===== src/ogrt_fifo.sv =====
// Small first-in first-out queue built from registers.
module ogrt_fifo #(
  parameter int WIDTH = 8,
  parameter int DEPTH = 2
) (
  input  logic             clk,
  input  logic             rst,
  input  logic             push,
  input  logic [WIDTH-1:0] din,
  output logic             full,
  input  logic             pop,
  output logic [WIDTH-1:0] dout,
  output logic             empty
);

  localparam int PW = (DEPTH > 1) ? $clog2(DEPTH) : 1;
  localparam int CW = $clog2(DEPTH + 1);

  logic [WIDTH-1:0] slots [DEPTH];
  logic [PW-1:0]    wr_ptr;
  logic [PW-1:0]    rd_ptr;
  logic [CW-1:0]    count;
  logic             do_push;
  logic             do_pop;

  assign full    = (count == CW'(DEPTH));
  assign empty   = (count == '0);
  assign do_push = push && !full;
  assign do_pop  = pop && !empty;
  assign dout    = slots[rd_ptr];

  // Pointers and fill count.
  always_ff @(posedge clk) begin
    if (rst) begin
      wr_ptr <= '0;
      rd_ptr <= '0;
      count  <= '0;
    end else begin
      if (do_push) begin
        wr_ptr <= (wr_ptr == PW'(DEPTH - 1)) ? '0 : wr_ptr + PW'(1);
      end
      if (do_pop) begin
        rd_ptr <= (rd_ptr == PW'(DEPTH - 1)) ? '0 : rd_ptr + PW'(1);
      end
      if (do_push && !do_pop) begin
        count <= count + CW'(1);
      end else if (do_pop && !do_push) begin
        count <= count - CW'(1);
      end
    end
  end

  // Payload storage.
  always_ff @(posedge clk) begin
    if (do_push) begin
      slots[wr_ptr] <= din;
    end
  end

endmodule


===== config.mk =====
export PLATFORM = sky130hd
export DESIGN_NAME = ogrt_fifo
export DESIGN_NICKNAME = d
export VERILOG_FILES = /design/src/ogrt_fifo.sv
export SDC_FILE = /design/constraint.sdc
export NUM_CORES = 1
export LEC_CHECK = 0
export ABC_CLOCK_PERIOD_IN_PS = 2600
export BUFFER_PORTS_ARGS = -buffer_cell sky130_fd_sc_hd__buf_2
export CAP_MARGIN = 5
export CELL_PAD_IN_SITES_DETAIL_PLACEMENT = 1
export CELL_PAD_IN_SITES_GLOBAL_PLACEMENT = 1
export CORE_ASPECT_RATIO = 1.2
export CORE_MARGIN = 1.5
export CORE_UTILIZATION = 25
export CTS_BUF_LIST = sky130_fd_sc_hd__clkbuf_4 sky130_fd_sc_hd__clkbuf_8 sky130_fd_sc_hd__clkbuf_16
export DETAILED_ROUTE_END_ITERATION = 8
export GPL_TIMING_DRIVEN = 1
export PLACE_DENSITY = 0.57
export REMOVE_ABC_BUFFERS = 1
export SLEW_MARGIN = 20
export SYNTH_ARGS = -nofsm -noshare
export SYNTH_HDL_FRONTEND = slang
export SYNTH_SLANG_ARGS = --single-unit
export TNS_END_PERCENT = 5

===== constraint.sdc =====
create_clock -name clk -period 2.6 [get_ports clk]
set_input_delay 0.26 -clock clk [delete_from_list [all_inputs] [get_ports clk]]
set_output_delay 0.26 -clock clk [all_outputs]
set_load 0.1 [all_outputs]

# After elaboration in Yosys (flattened, before gate mapping)
# Memories as Yosys holds them, arrays and structs flattened. A register that Yosys moved wholly into a read port is not among the register bits.
# Cells that the tools add are included.
word_totals:
  out_inout_bits: 10
  regBits: 4
  ramBits: 16
  mem_count: 1
classes:
  n_addsub: 4
  muxes: 8
  n_eq_ne: 1
  reduce_logical: 10
mem_list:
  columns: ["name", "words", "width", "rd", "rd_ports_with_merged_regs", "wr", "line", "rtl"]
  rows:
  - ["slots", 2, 8, 1, 1, 1, "19", "logic [WIDTH-1:0] slots [DEPTH];"]
op_table:
  columns: ["cell", "n"]
  rows:
  - ["two-way mux 1 bit", 6]
  - ["logical AND 1 bit", 4]
  - ["logical NOT 1 bit", 4]
  - ["two-way mux 2 bit", 2]
  - ["adder 1 bit, second input constant", 2]
  - ["adder 2 x 1 -> 2 bit, second input constant", 1]
  - ["equality test 2 bit, second input constant", 1]
  - ["logical NOT 2 bit", 1]
  - ["nonzero test 2 bit", 1]
  - ["subtractor 2 x 1 -> 2 bit, second input constant", 1]

# Logic depth before layout (Yosys ltp)
logic_depth:
  depth_word: 7
  depth_mapped: 6
  ltp_nobuf: 6

# Worst setup path after synthesis
# OpenSTA, ideal clock, no wires.
synth_timing:
  kind: "register to register"
  from: "register count[1]"
  to: "register count[1]"
  setup_slack_ns: 0.365
  synth_period_minus_slack_ns: 2.235
  stages_incl_launch_ff: 6
  setup_time_ns: 0.070
  path_buffers: 0
  arrival_ns: 2.165
  path_cell_list: "dfxtp_1 > nor2b_2 > nor2_1 > ha_1 > or3_1 > a21oi_1"
synth_between:
  elab_chain_len: 6
synth_rtl:
  columns: ["item", "line", "rtl"]
  rows:
  - ["from (decl)", "22", "logic [CW-1:0] count;"]
  - ["from (signal assigned)", "46", "count <= count + CW'(1);"]
  - ["from (signal assigned)", "48", "count <= count - CW'(1);"]
  - ["equality test 2 bit *", "26", "assign full = (count == CW'(DEPTH));"]
  - ["via full", "10", "output logic full,"]
  - ["logical NOT 1 bit *", "28", "assign do_push = push && !full;"]
  - ["logical AND 1 bit *", "28", null]
  - ["logical NOT 1 bit", "47", "end else if (do_pop && !do_push) begin"]
  - ["logical AND 1 bit", "47", null]
  - ["nonzero test 2 bit (no source line)", null, null]
# The timed path passes the listed nets; every way through them passes the cells marked *. The select of a mux whose other input is x is not followed.
# A chain may end at the register's enable or synchronous reset.

==> results_dict.tcl <==
set metrics [dict create \
    ys_seq_elements 21 \
    clk_path_buf_depth 2 \
    hold_path_startpoint "din[6]" \
    drt_wl_total_um 1369 \
    whs_ns 0.1484 \
    io_buffers 21 \
    area_delta_synth_final_pct 22.08 \
    placed_cells 106 \
    firstDrtPassIters 3 \
    grt_pass1_vias 542 \
    stdcell_area_um2 968.4 \
    status "complete, no violations" \
    max_clock_freq_ghz 0.5605 \
    hold_buffers 0 \
    holdPathEnd "slots[0][6]" \
    max_cap_viol_count 0 \
    grt_use_total_pct 8.914 \
    place.gp.congestion 0.6704 \
    antenna_cells 0 \
    cts_buffers 3 \
    setup_violations 0 \
    avgSynthCellArea_um2 15.87 \
    rows 22 \
    critPathArrivalTime_ns 1.52 \
    finalCritPeriodShare_pct 68.63 \
    cp_slowest_stage_delay_ns 0.57 \
    cp.required_ns 2.34 \
    final.min_clock_period_ns 1.784 \
    die_area_um2 3521 \
    start_kind "flip-flop" \
    maxSlewHeadroom_pct 67.78 \
    wl_per_cell_um 12.45 \
    rr_worst_depth 4 \
    vias_per_cell 4.309 \
    hold_path_class "in2reg" \
    cts.repair.resized 0 \
    place_area_um2 938.4 \
    drt_iter0_drc 8 \
    tightest_slew_ns 0.4867 \
    fin_tns_setup_ns 0 \
    drc 0 \
    crit_slowest_cell "dfxtp_1" \
    drive_above_1_share_pct 45.95 \
    dp_hpwl_um 990.9 \
    hold_path_depth 1 \
    worstSetupPathType "reg2out" \
    num-nets-final 88 \
    clk_latency_ns 0.29 \
    timing.rr.end "count[1]" \
    cp_max_fo 8 \
    antenna_left 0 \
    syn_inst 50 \
    grt_max_degree 12 \
    crit_chain "mux2_2, buf_2" \
    grt-ovfl-total 0 \
    cts_setup_buffers 0 \
    end_kind "primary output" \
    ys.warnings.count 0 \
    cts_tree "yes" \
    clkSinkCount 21 \
    synth_cell_type_count 13 \
    htreeDepth 1 \
    cts_root_buf "clkbuf_4" \
    rsz0062_at_grt "false" \
    die_h_um 64.71 \
    antenna_found_initial 0 \
    reg2reg_setup_slack_ns 1.01 \
    r2r_start "count[0]" \
    via_count 474 \
    syn_area_um2 793.3 \
    io_pins 22 \
    grt_pass1_wl_um 2339 \
    core-area_um2 3055 \
    hold_viol_final 0 \
    die_w_um 54.42 \
    clkTransAtPathRegs_ns 0.12 \
    yosysSeqAreaShare_pct 73.19 \
    maxSlewViolCount 0 \
    start_util_pct 25.96 \
    fin_cells 110 \
    final.setup_skew_ns 0.008871 \
]
==> Yosys cell counts <==
cell type,count,area [um2]
mux2_2,8,90.09
nor2b_2,1,8.760
and2_1,1,6.260
dfxtp_1,5,100.1
nor2_1,5,18.77
or3_1,2,12.51
ha_1,1,12.51
buf_2,1,5.000
xor2_1,3,26.28
inv_1,2,7.510
edfxtp_1,16,480.5
o21ai_0,3,15.01
a21oi_1,2,10.01
==> critical path: cells and delay by family, from the launching register on <==
kind	cells	cell delay (ns)
DFF	1	0.57
buffers and inverters	1	0.29
muxes	1	0.38
==> metal layers <==
metal  vias to the layer above  wire length (um)  track usage [%]
li1                        226                 -                -
met1                       234               595            10.41
met2                        14               681            15.66
met3                         0                92            2.535
met4                         0                 0            1.875
met5                         -                 0                0
==> placed cells by master (no fill, tap or decap) <==
| cell type | n |
|---|---|
| xor2_1 | 3 |
| buf_2 | 21 |
| nor2b_2 | 1 |
| clkbuf_4 | 4 |
| nor2_1 | 5 |
| inv_1 | 2 |
| dfxtp_1 | 5 |
| mux2_2 | 8 |
| ha_1 | 1 |
| and2_1 | 1 |
| o21ai_0 | 3 |
| a21oi_1 | 2 |
| edfxtp_1 | 16 |
| or3_1 | 2 |
==> cells by family (layout without fill, tap and decap cells) <==
kind of cell,after synthesis,count (layout),share of synthesized area [%]
AO/OA/AOI/OAI,5,5,3.154
XOR/XNOR,3,3,3.313
adder cells (fa/ha/maj),1,1,1.577
buffers and inverters,3,27,1.577
flip-flops,21,21,73.19
multiplexers,8,8,11.36
AND/OR/NAND/NOR,9,9,5.837
==> sequential cells by signal, summed over array words and instances (netlist names), named ones only <==
signal and cells:
count 2, rd_ptr 1, slots 16, wr_ptr 1
==> stage by stage <==
stage	setup slack, ns	utilization (%)
floorplan	0.3650	-
global placement	1.077	30.71
detailed placement	1.013	30.71
CTS	0.7577	31.70
global route	0.7228	31.70
finish	0.8157	31.70
==> worst max-delay path by stage <==
stage | from | end | slack [ns] | depth (start not counted)
6_report | flip-flop | dout[1] | 0.82 | 2
5_1_grt | flip-flop | dout[7] | 0.72 | 2
4_1_cts | flip-flop | dout[1] | 0.76 | 2
3_5_place_dp | count[0] | count[1] | 1.01 | 4
3_3_place_gp | count[0] | count[1] | 1.08 | 4
2_1_floorplan | count[1] | count[1] | 0.36 | 5
==> layout make-up <==
class,count,area (um2)
inverter,2,7.507
clock buffer,4,30.03
fill,342,2087
timing repair buffer,21,105.1
tap,36,45.04
multi-input combinational,26,200.2
sequential,21,580.6
Power is left out: the tool's default activity adds up to more than one toggle a clock period on the data nets, which glitch-free logic cannot reach.
