`src/ogrt_pkg.sv`:
```
// Shared types and constants of the occupancy grid ray tracer.
package ogrt_pkg;

  // Configuration register indexes.
  localparam logic [1:0] REG_OCC_THRESHOLD = 2'd0;
  localparam logic [1:0] REG_GRID_WIDTH    = 2'd1;
  localparam logic [1:0] REG_GRID_HEIGHT   = 2'd2;

  // Register reset values.
  localparam logic [7:0] OCC_THRESHOLD_RESET = 8'd128;
  localparam logic [8:0] GRID_SIZE_RESET     = 9'd256;

  // Cell classes.
  localparam logic [1:0] CLASS_UNKNOWN  = 2'd0;
  localparam logic [1:0] CLASS_FREE     = 2'd1;
  localparam logic [1:0] CLASS_OCCUPIED = 2'd2;

  // Request types.
  localparam logic REQ_TRACE = 1'b0;
  localparam logic REQ_READ  = 1'b1;

  // Largest count shown on the result ports.
  localparam logic [32:0] REPORT_MAX = 33'd65535;

  // Width of the signed line error term.
  localparam int ERR_W = 12;

  // Command kinds handed from the front to the back.
  typedef enum logic [1:0] {
    OP_REJECT = 2'd0,
    OP_TRACE  = 2'd1,
    OP_READ   = 2'd2
  } op_t;

  // One classified request. For a read, ax/ay hold the cell.
  typedef struct packed {
    op_t        op;
    logic [7:0] ax;
    logic [7:0] ay;
    logic [7:0] bx;
    logic [7:0] by;
    logic [7:0] dx;
    logic [7:0] dy_mag;
    logic       x_neg;
    logic       y_neg;
  } cmd_t;

  // One result item.
  typedef struct packed {
    logic [1:0]  cell_class;
    logic [15:0] hit_total;
    logic [15:0] free_total;
    logic [9:0]  cells_walked;
    logic        rejected;
  } res_t;

endpackage

```
`src/ogrt_front.sv`:
```
// Front end: configuration registers, request intake and bounds classification.
module ogrt_front #(
  parameter int GRID_DIM = 256
) (
  input  logic          clk,
  input  logic          rst,
  input  logic          push,
  output logic          full,
  input  logic          req_type,
  input  logic [7:0]    ray_start_x,
  input  logic [7:0]    ray_start_y,
  input  logic [7:0]    ray_end_x,
  input  logic [7:0]    ray_end_y,
  input  logic [7:0]    read_x,
  input  logic [7:0]    read_y,
  input  logic          cfg_valid,
  output logic          cfg_ready,
  input  logic [1:0]    cfg_index,
  input  logic [8:0]    cfg_data,
  input  logic          clearing,
  input  logic          cmd_full,
  output logic          cmd_push,
  output ogrt_pkg::cmd_t cmd_data,
  output logic [7:0]    occ_threshold
);

  import ogrt_pkg::*;

  localparam int LW = ($clog2(GRID_DIM + 1) > 9) ? $clog2(GRID_DIM + 1) : 9;

  logic [8:0]    grid_width;
  logic [8:0]    grid_height;
  logic [LW-1:0] w_use;
  logic [LW-1:0] h_use;
  logic          trace_out;
  logic          read_out;

  assign cfg_ready = 1'b1;

  // Configuration writes; unknown indexes are dropped.
  always_ff @(posedge clk) begin
    if (rst) begin
      occ_threshold <= OCC_THRESHOLD_RESET;
      grid_width    <= GRID_SIZE_RESET;
      grid_height   <= GRID_SIZE_RESET;
    end else if (cfg_valid && cfg_ready) begin
      case (cfg_index)
        REG_OCC_THRESHOLD: occ_threshold <= cfg_data[7:0];
        REG_GRID_WIDTH:    grid_width    <= cfg_data;
        REG_GRID_HEIGHT:   grid_height   <= cfg_data;
        default: begin
        end
      endcase
    end
  end

  // The grid in use never exceeds the physical grid.
  assign w_use = (LW'(grid_width) > LW'(GRID_DIM)) ? LW'(GRID_DIM) : LW'(grid_width);
  assign h_use = (LW'(grid_height) > LW'(GRID_DIM)) ? LW'(GRID_DIM) : LW'(grid_height);

  // Bounds checks for both request kinds.
  assign trace_out = (LW'(ray_start_x) >= w_use) || (LW'(ray_end_x) >= w_use) ||
                     (LW'(ray_start_y) >= h_use) || (LW'(ray_end_y) >= h_use);
  assign read_out  = (LW'(read_x) >= w_use) || (LW'(read_y) >= h_use);

  // Intake stalls while the queue is full or the grid is being cleared.
  assign full     = cmd_full || clearing;
  assign cmd_push = push && !full;

  // Classify the request and precompute the line deltas and directions.
  always_comb begin
    cmd_data.ax     = ray_start_x;
    cmd_data.ay     = ray_start_y;
    cmd_data.bx     = ray_end_x;
    cmd_data.by     = ray_end_y;
    cmd_data.dx     = (ray_end_x > ray_start_x) ? ray_end_x - ray_start_x
                                                : ray_start_x - ray_end_x;
    cmd_data.dy_mag = (ray_end_y > ray_start_y) ? ray_end_y - ray_start_y
                                                : ray_start_y - ray_end_y;
    cmd_data.x_neg  = !(ray_start_x < ray_end_x);
    cmd_data.y_neg  = !(ray_start_y < ray_end_y);
    if (req_type == REQ_READ) begin
      cmd_data.ax = read_x;
      cmd_data.ay = read_y;
      cmd_data.op = read_out ? OP_REJECT : OP_READ;
    end else begin
      cmd_data.op = trace_out ? OP_REJECT : OP_TRACE;
    end
  end

endmodule

```
`config.mk`:
```
export PLATFORM = sky130hd
export DESIGN_NAME = ogrt_front
export DESIGN_NICKNAME = d
export VERILOG_FILES = /design/src/ogrt_pkg.sv /design/src/ogrt_front.sv
export SDC_FILE = /design/constraint.sdc
export NUM_CORES = 1
export LEC_CHECK = 0
export BUFFER_PORTS_ARGS = -buffer_cell sky130_fd_sc_hd__buf_4
export CAP_MARGIN = 20
export CORE_MARGIN = 8
export CORE_UTILIZATION = 56
export DETAILED_ROUTE_END_ITERATION = 7
export PLACE_DENSITY_LB_ADDON = 0.2
export SYNTH_ARGS = -nofsm -noshare
export SYNTH_HDL_FRONTEND = slang
export SYNTH_SLANG_ARGS = --single-unit
```
`constraint.sdc`:
```
create_clock -name clk -period 7.52 [get_ports clk]
set_clock_uncertainty 0.1 [all_clocks]
set_input_delay 1.504 -clock clk [delete_from_list [all_inputs] [get_ports clk]]
set_output_delay 1.504 -clock clk [all_outputs]
set_load 0.01 [all_outputs]
```
# Yosys cells after proc, flatten, opt, wreduce, memory -nomap -nowiden

Index checks and enable logic that the tools add are counted.

Register bits after elaboration: 26
Input bits: 66
Output and inout port bits: 63

Add/subtract/negate cells: 4
Magnitude comparators: 12
Eq/ne operators: 2
Muxes and demuxes: 8
Reductions and logical operators: 13

Operator list:

| cell               | count |
|---|---|
| $ge 8x9->1         | 6 |
| $sub 8x8->8        | 4 |
| $gt 9x9->1 const B | 2 |
| $mux 9             | 2 |
| $gt 8x8->1         | 2 |
| $lt 8x8->1         | 2 |
| $mux 16            | 1 |
| $mux 8             | 2 |
| $reduce_and 2->1   | 3 |
| $logic_or 1x1->1   | 5 |
| $mux 2             | 2 |
| $logic_not 1->1    | 3 |
| $eq 2x1->1 const B | 1 |
| $eq 2x2->1 const B | 1 |
| $logic_not 2->1    | 1 |
| $logic_and 1x1->1  | 1 |
| $mux 1             | 1 |

# Longest topological paths before layout

Depth after elaboration: 8
Gate-level depth with buffers: 11
Gate-level depth less buffers: 10

# Worst setup path before layout

No wires, ideal clock.

Path kind: input to output
Start: in ray_end_y[0]
End: out cmd_data[7] (netlist name)
Arrival: 3.523 ns
Data required time: 5.916 ns
Setup slack: 2.393 ns
Stages: 11
Path buffers: 1
Cell sequence: inv_1 -> ha_1 -> fa_1 -> nand3b_1 -> a21o_1 -> a21o_1 -> buf_6 -> mux2_4 -> o221ai_1 -> a21oi_1 -> xnor2_1

RTL lines:

| what            | RTL line         | RTL |
|---|---|---|
| start, declared | ogrt_front.sv:13 | `input logic [7:0] ray_end_y,` |
| end, declared   | ogrt_front.sv:23 | `output ogrt_pkg::cmd_t cmd_data,` |

==> impl_results.md <==
* Hold buffer count at CTS at 0
* Die Y at 97.9 microns
* CTS-repair resized insts at 0
* Area of the placeable core at 6640 sq um
* Skew-Pair Late Insertion Delay at 260 ps
* Via/cell ratio at 5.51
* First-pass iteration count of the detailed router at 5
* Status: complete, no violations
* Number of hold violations in the final report at 0
* ANT nets after route at 0
* Critical path capture point type: output pin
* Full die area at 9580 sq um
* Classification of the worst-slack hold path: reg2reg
* Largest cells by area after synthesis: sky130_fd_sc_hd__ha_1, sky130_fd_sc_hd__dfxtp_1, sky130_fd_sc_hd__mux2i_1
* Max FO, Critical Path at 10
* Top cell type's share of synthesized area at 26.6%
* Final wirelength at 10500 microns
* Avg Cell Area, Syn at 7.87 sq um
* Number of clock buffers inserted by TritonCTS at 3
* Die W at 97.9 microns
* Unrepaired setup endpoints after global routing: false
* P&R area growth vs syn at 24.9%
* Final worst path period share at 73.3%
* Origin of the worst min-delay path: grid_height[0]
* Measured slew at the worst slew-check pin at 607 ps
* Total number of yosys warnings at 0
* Count of final max-slew check failures at 0
* Starting utilization of the core area at 56.5%
* Combined area of all synthesized cells at ~3800 sq um
* Sequential element share of the synthesized area at 13.9%
* Nets@finish at approximately 730
* Data arrival at the endpoint of the critical path at 3910 ps
* Ys flop type: sky130_fd_sc_hd__dfxtp_1
* Endpoint required time on the critical path at ~5900 ps
* Ratio of cells with drive above 1 in the final layout at 24.8%
* Fill cell total of the finished layout at ~560
* Wirelength per Cell at 16.0 microns
* Sink count of the clock tree at 26
* Clock-pin transition on the worst setup and hold timing paths at roughly 90 ps
* Share of synthesized flip-flops with an asynchronous set or reset at 0%
* Antenna violations before repair at 0
* Type of element launching the critical path: primary input
* IO Count at 129
* Slowest stage delay, CP at 430 ps
* Cell at the root of the clock tree: sky130_fd_sc_hd__clkbuf_8
* Count of flip-flops with a built-in enable after synthesis at 0
* Post-route design area at 4690 sq um
* Cells along the critical path: buf_4 > inv_1 > ha_1 > nand4_2 > nor3_2 > a21o_1 > mux2_4 > o221ai_1 > a21oi_1 > xnor2_1 > buf_4
* Cell count after synthesis at 477
* HPWL after DPL at 9040 microns
* Max-capacitance violation count at 0
* DRC marker count from the first detailed-route iteration at about 150
* Total of flip-flops plus latches after synthesis at 26
* Final Critical Period at 5520 ps
* Maximum number of pins on one net before global-route repair at 36
* Global route overflow at 0
* Total setup buffers inserted after CTS at 0
* Library cell with the largest summed area after synthesis: sky130_fd_sc_hd__ha_1
* Setup tns final at 0 ps
* Cell depth of the worst hold path at 2
* Maximum resistive drop on vdd at 0.127 mV
* Finish-stage setup viols at 0
* Source of the worst register-to-register timing path: grid_width[8]
* Std cell rows at 30
* Worst rel slew slack at about three fifths
* Total nets after synthesis at 627
* All-layer global routing usage at 21.2%
* TritonCTS clock tree: built
* Routability congestion estimate at 0.873
* Crit Path Class: in2out
* Layout Cells excl Fill at 657
* Leakage Power at 2.48 nW
* Library cells used by synthesis at 53
* FF+latch area at 520 sq um
* H-tree level count at 1
* Highest attainable clock frequency at about 0.18 GHz
* Maximum count of clock buffers along a single path at 2
* Critical path launch point: ray_start_y[5]
* Most prevalent standard cell on the critical path: sky130_fd_sc_hd__buf_4
* Number of cells after detailed placement at 653
* First-pass GRT wire length at 17400 microns
* Via count of the first global-routing pass at around 3700
* Number of cell instances on the worst register-to-register path at 4
* Slowest cell on crit path: sky130_fd_sc_hd__ha_1
* N_diodes at 0
* Area used by multi-input combinational logic at approximately 2900 sq um
* Placed Area at 4620 sq um
* Number of vias after detailed routing at 3617
* Power density normalized to cell area at 117 nW/um^2
* Remaining design rule violation count at 0
* Number of input and output port buffers inserted at 127
==> worst paths after layout <==
kind / to / slack [ps]
worst max-delay path: cmd_data[7] / 2000
worst min-delay path: grid_height[0] / 400
worst max register to register: grid_width[8] / 6370
worst min register to register: grid_height[0] / 400
==> cell type report <==
| cell class | instances | area share, % |
|---|---|---|
| clock buffers | 3 | 0.880 |
| clock inverters | 1 | 0.640 |
| inverters | 49 | 3.92 |
| multi-input cells | 370 | 60.8 |
| flip-flops and latches | 26 | 11.1 |
| well taps | 80 | 2.13 |
| repair buffers | 128 | 20.5 |
==> cell usage in the layout (no fill, tap or decap), types with 6 or more instances in the layout <==
master,synthesis,routed
sky130_fd_sc_hd__buf_4,18,128
sky130_fd_sc_hd__ha_1,80,80
sky130_fd_sc_hd__nand2_1,51,51
sky130_fd_sc_hd__inv_1,47,47
sky130_fd_sc_hd__nor2_1,38,38
sky130_fd_sc_hd__mux2i_1,34,34
sky130_fd_sc_hd__o21ai_0,33,33
sky130_fd_sc_hd__a21oi_1,27,27
sky130_fd_sc_hd__dfxtp_1,26,26
sky130_fd_sc_hd__a21o_1,22,22
sky130_fd_sc_hd__o21a_1,6,6
sky130_fd_sc_hd__nand2b_1,6,6
sky130_fd_sc_hd__xnor2_1,6,6
==> power breakdown <==
part,internal [mW],switching (mW)
Clock,0.0712,0.0430
Combinational,0.141,0.146
Sequential,0.142,0.00268
Total,0.355,0.192
==> critical path: cells and delay by family <==
kind	cells	cell delay, ps
adders and majority gates	1	430
and+or+nand+nor	2	480
xor gates and xnor gates	1	140
buffers and inverters	3	290
AOI/OAI and AO/OA	3	720
muxes	1	350
==> metal layers <==
layer	share of wire, %	global-route usage, %	wire, microns
met1	44	26.2	4660
met4	1.0	3.60	108
met3	6.1	3.56	641
met5	0	0	0
met2	49	37.6	5100
==> registers in the layout, indices dropped and copies added, names as in the netlist <==
signal and cells:
grid_height 9, grid_width 9, occ_threshold 8
==> per-stage QoR <==
stage	setup WS (ps)	total power, mW	util, %	hold WS, ps
6_report	2000	0.547	70.6	397
5_1_grt	1820	0.582	70.6	437
3_5_place_dp	2010	0.435	69.5	378
3_3_place_gp	2080	0.428	69.5	367
2_1_floorplan	2390	0.317	-	355
4_1_cts	2020	0.549	70.6	399
==> cell families after synthesis <==
group	share of synthesized area, %
compound gates	20.7
simple gates	13.8
fa+ha+maj	28.8
buf+inv	10.2
mux	10.4
flops	13.9
xor+xnor	2.33
other cells	0.0998
==> Yosys cell counts, types with 3 or more instances <==
| master | instances |
|---|---|
| sky130_fd_sc_hd__a211oi_1 | 4 |
| sky130_fd_sc_hd__clkbuf_1 | 10 |
| sky130_fd_sc_hd__nand3b_1 | 4 |
| sky130_fd_sc_hd__o21bai_1 | 4 |
| sky130_fd_sc_hd__mux2i_1 | 34 |
| sky130_fd_sc_hd__mux2_2 | 3 |
| sky130_fd_sc_hd__o2111ai_1 | 3 |
| sky130_fd_sc_hd__o21a_1 | 6 |
| sky130_fd_sc_hd__o21ai_0 | 33 |
| sky130_fd_sc_hd__fa_1 | 4 |
| sky130_fd_sc_hd__nor2b_1 | 4 |
| sky130_fd_sc_hd__xnor2_1 | 6 |
| sky130_fd_sc_hd__buf_4 | 18 |
| sky130_fd_sc_hd__nand2b_1 | 6 |
| sky130_fd_sc_hd__inv_1 | 47 |
| sky130_fd_sc_hd__xor2_1 | 4 |
| sky130_fd_sc_hd__a21boi_0 | 3 |
| sky130_fd_sc_hd__dfxtp_1 | 26 |
| sky130_fd_sc_hd__a21o_1 | 22 |
| sky130_fd_sc_hd__nand2_1 | 51 |
| sky130_fd_sc_hd__ha_1 | 80 |
| sky130_fd_sc_hd__nor2_1 | 38 |
| sky130_fd_sc_hd__a21oi_1 | 27 |
(Power assumes the default switching activity.)
